==> config.mk <==
export PLATFORM = sky130hd
export DESIGN_NAME = mf2d_ctrl
export DESIGN_NICKNAME = d
export VERILOG_FILES = /design/src/mf2d_pkg.sv /design/src/mf2d_ctrl.sv
export SDC_FILE = /design/constraint.sdc
export NUM_CORES = 1
export LEC_CHECK = 0
export BUFFER_PORTS_ARGS = -buffer_cell sky130_fd_sc_hd__buf_2
export CORE_AREA = 2 2 39 41
export DETAILED_ROUTE_END_ITERATION = 10
export DIE_AREA = 0 0 41 43
export PLACE_DENSITY_LB_ADDON = 0.08
export SYNTH_ARGS = -nofsm -noshare
export SYNTH_HDL_FRONTEND = slang
export SYNTH_SLANG_ARGS = --single-unit
==> constraint.sdc <==
create_clock -name clock -period 2.45 [get_ports clock]
set_clock_uncertainty 0.2 [all_clocks]
set_input_delay 0.6125 -clock clock [delete_from_list [all_inputs] [get_ports clock]]
set_output_delay 0.6125 -clock clock [all_outputs]
set_load 0.02 [all_outputs]
==> src/mf2d_pkg.sv <==
`default_nettype none
package mf2d_pkg;

   localparam int PIX_W = 8;
   localparam int HIST_BINS = 256;
   localparam int BIN_W = 9;
   localparam int CSR_DATA_W = 13;
   localparam int CSR_IDX_W = 2;

   localparam logic [CSR_IDX_W-1:0] CSR_IMAGE_WIDTH = 2'd0;
   localparam logic [CSR_IDX_W-1:0] CSR_IMAGE_HEIGHT = 2'd1;
   localparam logic [CSR_IDX_W-1:0] CSR_WINDOW_SIZE = 2'd2;

   localparam logic [10:0] RESET_IMAGE_WIDTH = 11'd640;
   localparam logic [12:0] RESET_IMAGE_HEIGHT = 13'd480;
   localparam logic [3:0] RESET_WINDOW_SIZE = 4'd3;

   localparam logic ACT_PUSH = 1'b0;
   localparam logic ACT_DRAIN = 1'b1;

   typedef enum logic [2:0] {
      ST_CLEAR,
      ST_IDLE,
      ST_CHECK,
      ST_LS_RD,
      ST_H_RD,
      ST_H_WR,
      ST_SCAN,
      ST_EMIT
   } state_type;

   typedef struct packed {
      logic take;
      logic clear;
      logic win_init;
      logic h_wr;
      logic scan_init;
      logic scan;
      logic emit;
   } cmd_type;

   typedef struct packed {
      logic out_ready;
      logic win_last;
      logic clear_done;
      logic scan_done;
      logic out_free;
   } sts_type;

endpackage
`default_nettype wire

==> src/mf2d_ctrl.sv <==
`default_nettype none
module mf2d_ctrl (
   input  wire logic              clock,
   input  wire logic              reset,
   input  wire logic              req_tvalid,
   output logic                   req_tready,
   input  wire mf2d_pkg::sts_type sts,
   output mf2d_pkg::cmd_type      cmd
);

   mf2d_pkg::state_type state_ff, state_in;

   always_ff @(posedge clock) begin
      if (reset) begin
         state_ff <= mf2d_pkg::ST_CLEAR;
      end else begin
         state_ff <= state_in;
      end
   end

   always_comb begin
      state_in = state_ff;
      cmd = '0;
      req_tready = 1'b0;
      case (state_ff)
         mf2d_pkg::ST_CLEAR: begin
            cmd.clear = 1'b1;
            if (sts.clear_done) begin
               state_in = mf2d_pkg::ST_IDLE;
            end
         end
         mf2d_pkg::ST_IDLE: begin
            req_tready = 1'b1;
            if (req_tvalid) begin
               cmd.take = 1'b1;
               state_in = mf2d_pkg::ST_CHECK;
            end
         end
         mf2d_pkg::ST_CHECK: begin
            if (sts.out_ready) begin
               cmd.win_init = 1'b1;
               state_in = mf2d_pkg::ST_LS_RD;
            end else begin
               state_in = mf2d_pkg::ST_IDLE;
            end
         end
         mf2d_pkg::ST_LS_RD: begin
            state_in = mf2d_pkg::ST_H_RD;
         end
         mf2d_pkg::ST_H_RD: begin
            state_in = mf2d_pkg::ST_H_WR;
         end
         mf2d_pkg::ST_H_WR: begin
            cmd.h_wr = 1'b1;
            if (sts.win_last) begin
               cmd.scan_init = 1'b1;
               state_in = mf2d_pkg::ST_SCAN;
            end else begin
               state_in = mf2d_pkg::ST_LS_RD;
            end
         end
         mf2d_pkg::ST_SCAN: begin
            cmd.scan = 1'b1;
            if (sts.scan_done) begin
               state_in = mf2d_pkg::ST_EMIT;
            end
         end
         mf2d_pkg::ST_EMIT: begin
            if (sts.out_free) begin
               cmd.emit = 1'b1;
               state_in = mf2d_pkg::ST_IDLE;
            end
         end
         default: begin
            state_in = mf2d_pkg::ST_IDLE;
         end
      endcase
   end

endmodule
`default_nettype wire

* After elaboration in Yosys (flattened, before gate mapping)
Cells that the tools add are included.
Word-level totals: bits in latches 0, memory bits (read-only) 0, input port bits 8, logic and storage cells 32, memory bits (writable) 0, output and inout bits 8, register bits 3, memories kept 0
Cells by class: multipliers 0, div/mod/pow operators 0, equality and inequality tests 11, magnitude comparators 0, mux-type cells 18, bitwise gates (word level) 0, shift operators 0, reductions and logical operators 2, add/subtract/negate cells 0
Operators with widths (count):
- 3-bit case mux with 8 select lines | 1
- 3-bit two-way mux | 5
- 3-bit equality test, second input constant | 4
- 1-bit two-way mux | 10
- 2-bit inequality test, second input constant | 4
- 3-bit by 2-bit equality test with 1-bit output, second input constant | 2
- 2-bit two-way mux | 2
- 4-bit AND reduction | 1
- 3-bit by 1-bit equality test with 1-bit output, second input constant | 1
- 3-bit logical NOT | 1

* Logic depth before layout (Yosys ltp)
depth after elaboration 3, mapped depth 4, gate-level depth less buffers 3

* Worst setup path before layout
Ideal clock, no wire load.
kind register -> output, from register state_ff[0], to output port cmd[6] (netlist name), path buffers 1, arrival time 1336 ps, stages on the path, launching flop included 5, slack 302 ps, required time 1637 ps, cell sequence dfxtp_1 > buf_6 > inv_1 > nor3_1 > and2_1
RTL lines:
- start, declared | RTL line mf2d_ctrl.sv:11 | mf2d_pkg::state_type state_ff, state_in;
- start signal, assigned | RTL line mf2d_ctrl.sv:15 | state_ff <= mf2d_pkg::ST_CLEAR;
- start signal, assigned | RTL line mf2d_ctrl.sv:17 | state_ff <= state_in;
- end, declared | RTL line mf2d_ctrl.sv:8 | output mf2d_pkg::cmd_type cmd

==> metrics.yaml <==
power_and_ir_drop:
  peakVddDrop_mv: 0.184
  power_density_nw_per_um2: 525
  static-leakage-power_nw: 0.166
  power_uw: 187
timing:
  grt_setup_unrepaired: "false"
  max_freq_ghz: 0.453
  setup_viol: 0
  setup_tns_ns: 0
  slew_headroom: 0.729
  tightestPinTransition_ns: 0.406
  hold_ws_ns: 0.370
  finalHoldViolations: 0
  finalMaxSlewViolations: 0
  setup_ws_ns: 0.245
  period_share: 0.900
  fin_crit_ns: 2.21
synth:
  avgSynthCellArea_um2: 7.33
  seq_area_frac_synth: 0.234
  synth.most_common_cell: "nor2b_1"
  synthCells: 35
  ys_async_sr_fraction: 0
  netlist_area_um2: 256
  synth_top_flop_cell: "dfxtp_1"
  yosysTopAreaCell: "dfxtp_1"
  syn_nets: 43
  synth_edf_count: 0
  synth_area_leaders: "dfxtp_1 (23%), nor2b_1 (12%), nor3_1 (5.9%), o211ai_1 (5.9%), buf_6 (4.4%)"
  ys_types: 20
  yosysTopAreaCellShare: 0.234
  synth-seq-cells: 3
  yosysWarnings: 0
  synth_common_cells: "nor2b_1 (5), dfxtp_1 (3), nor3_1 (3)"
clock_tree:
  cts_tree: "built"
  clk_pin_slew_ns: 0.04
  insertion_delay_ns: 0.23
  clock_sinks: 3
  post_cts_buffers: 0
  cts_root_buffer: "clkbuf_4"
  cts_resized: 0
  h-tree-depth: 1
  cts_hold_buf: 0
  numCtsBuffers: 3
  ctsLongestPathBuffers: 2
setup_path:
  slowest_delay_ns: 0.48
  worstPathArrival_ns: 1.39
  critPathKind: "reg2out"
  r2r_cells: 3
  crit_family: "flip-flops"
  critPathLaunchType: "flip-flop"
  crit_start: "state_ff[0]"
  critical_path.slowest_cell: "dfxtp_1"
  crit_path_end_kind: "output pin"
  reg2reg_slack_ns: 0.99
  cp-endpoint: "cmd[6]"
  timing.rr.start: "state_ff[1]"
  cp_num_cells: 4
  worst_r2r_endpoint: "state_ff[0]"
  cp_max_fo: 9
  required_ns: 1.64
  crit_buf_inv: 2
  path_cells: "inv_1 > nor3_1 > and2_1 > buf_2"
grt:
  gr-total-overflow: 0
  antenna_found_initial: 0
  grt.total_usage: 0.104
  grt_pass1_vias: 268
  grt_max_degree: 15
  grt_first_pass_wirelength_um: 1170
placed_design:
  io_buffers: 15
  dp_slack_ns: 0.463
  hpwlAfterDp_um: 526
  dp.cells: 63
  place.gp.congestion: 0.624
  dpl_cell_area_um2: 330
detailed_routing:
  drt-initial-drc-count: 2
  wire_per_inst_um: 10.7
  vias: 298
  routed_via_density: 4.45
  postRouteAntennaNets: 0
  drtPass1Iterations: 2
  wl_um: 715
  drc: 0
die:
  start_util: 0.185
  row_count: 14
  die_y_um: 43
  die_width_um: 41
  boundaryPins: 16
  core_um2: 1380
  die_area_um2: 1760
cells_and_area:
  area_growth_pct: 39.0
  largest_register_ffs: 3
  n_antenna_cell: 0
  final_util: 0.258
  reg.largest.list: "state_ff x3"
  drive_above_1_share: 0.373
  nets: 60
  largest-register: "state_ff"
  design_area_um2: 357
  fin_cells: 67
job:
  cap_violations: 0
run_status:
  status: "completed"
worst_hold_path:
  hold_path_class: "in2reg"
-- placed cells by master, fill, tap and decap left out --
| cell type | instances |
|---|---|
| a221o_1 | 1 |
| and3b_1 | 1 |
| buf_2 | 15 |
| inv_1 | 2 |
| o21ai_0 | 1 |
| nor2b_1 | 5 |
| dfxtp_1 | 3 |
| o21ai_1 | 2 |
| nor4bb_1 | 1 |
| a21oi_2 | 1 |
| nor2_1 | 2 |
| clkbuf_4 | 3 |
| and4_1 | 1 |
| and2_1 | 1 |
| nor3_1 | 3 |
| o211ai_1 | 2 |
| nand2_1 | 2 |
| a21oi_1 | 2 |
| o21bai_1 | 1 |
| clkbuf_1 | 1 |
| and3_1 | 1 |
-- metal layers --
layer | vias to the layer above | GRT usage | part of all wire
met4 | 0 | 0.0800 | 0
met3 | 0 | 0.0576 | 0.078
li1 | 159 | - | -
met1 | 128 | 0.127 | 0.46
met2 | 11 | 0.128 | 0.46
met5 | - | 0 | 0
-- where the power goes --
group | leakage [nW] | switching [mW] | internal [mW]
Combinational | 0.126 | 0.0219 | 0.0187
Sequential | 0.0245 | 0.00789 | 0.0522
Clock | 0.0150 | 0.0255 | 0.0610
-- cell type report --
class                   instances  area (um2)
clock buffers                   4        26.3
fillers                       165        1030
inverters                       2        7.51
multi-input cells              27         168
flip-flops and latches          3        60.1
well taps                      16        20.0
repair buffers                 15        75.1
-- logic make-up (layout without fill, tap and decap cells) --
family / count (synthesis) / count (layout) / synth area share
compound gates: 10 / 10 / 0.259
buf+inv: 5 / 21 / 0.112
flops: 3 / 3 / 0.234
simple gates: 17 / 17 / 0.395
-- worst min path at each step --
stage	startpoint	endpoint	cells after the start
CTS	reset	state_ff[0]	2
floorplan	state_ff[2]	state_ff[2]	3
global placement	state_ff[0]	state_ff[0]	2
detailed placement	state_ff[0]	state_ff[1]	2
global route	reset	state_ff[0]	2
finish	reset	state_ff[0]	2
No activity file was read; power rests on OpenSTA's default activity.
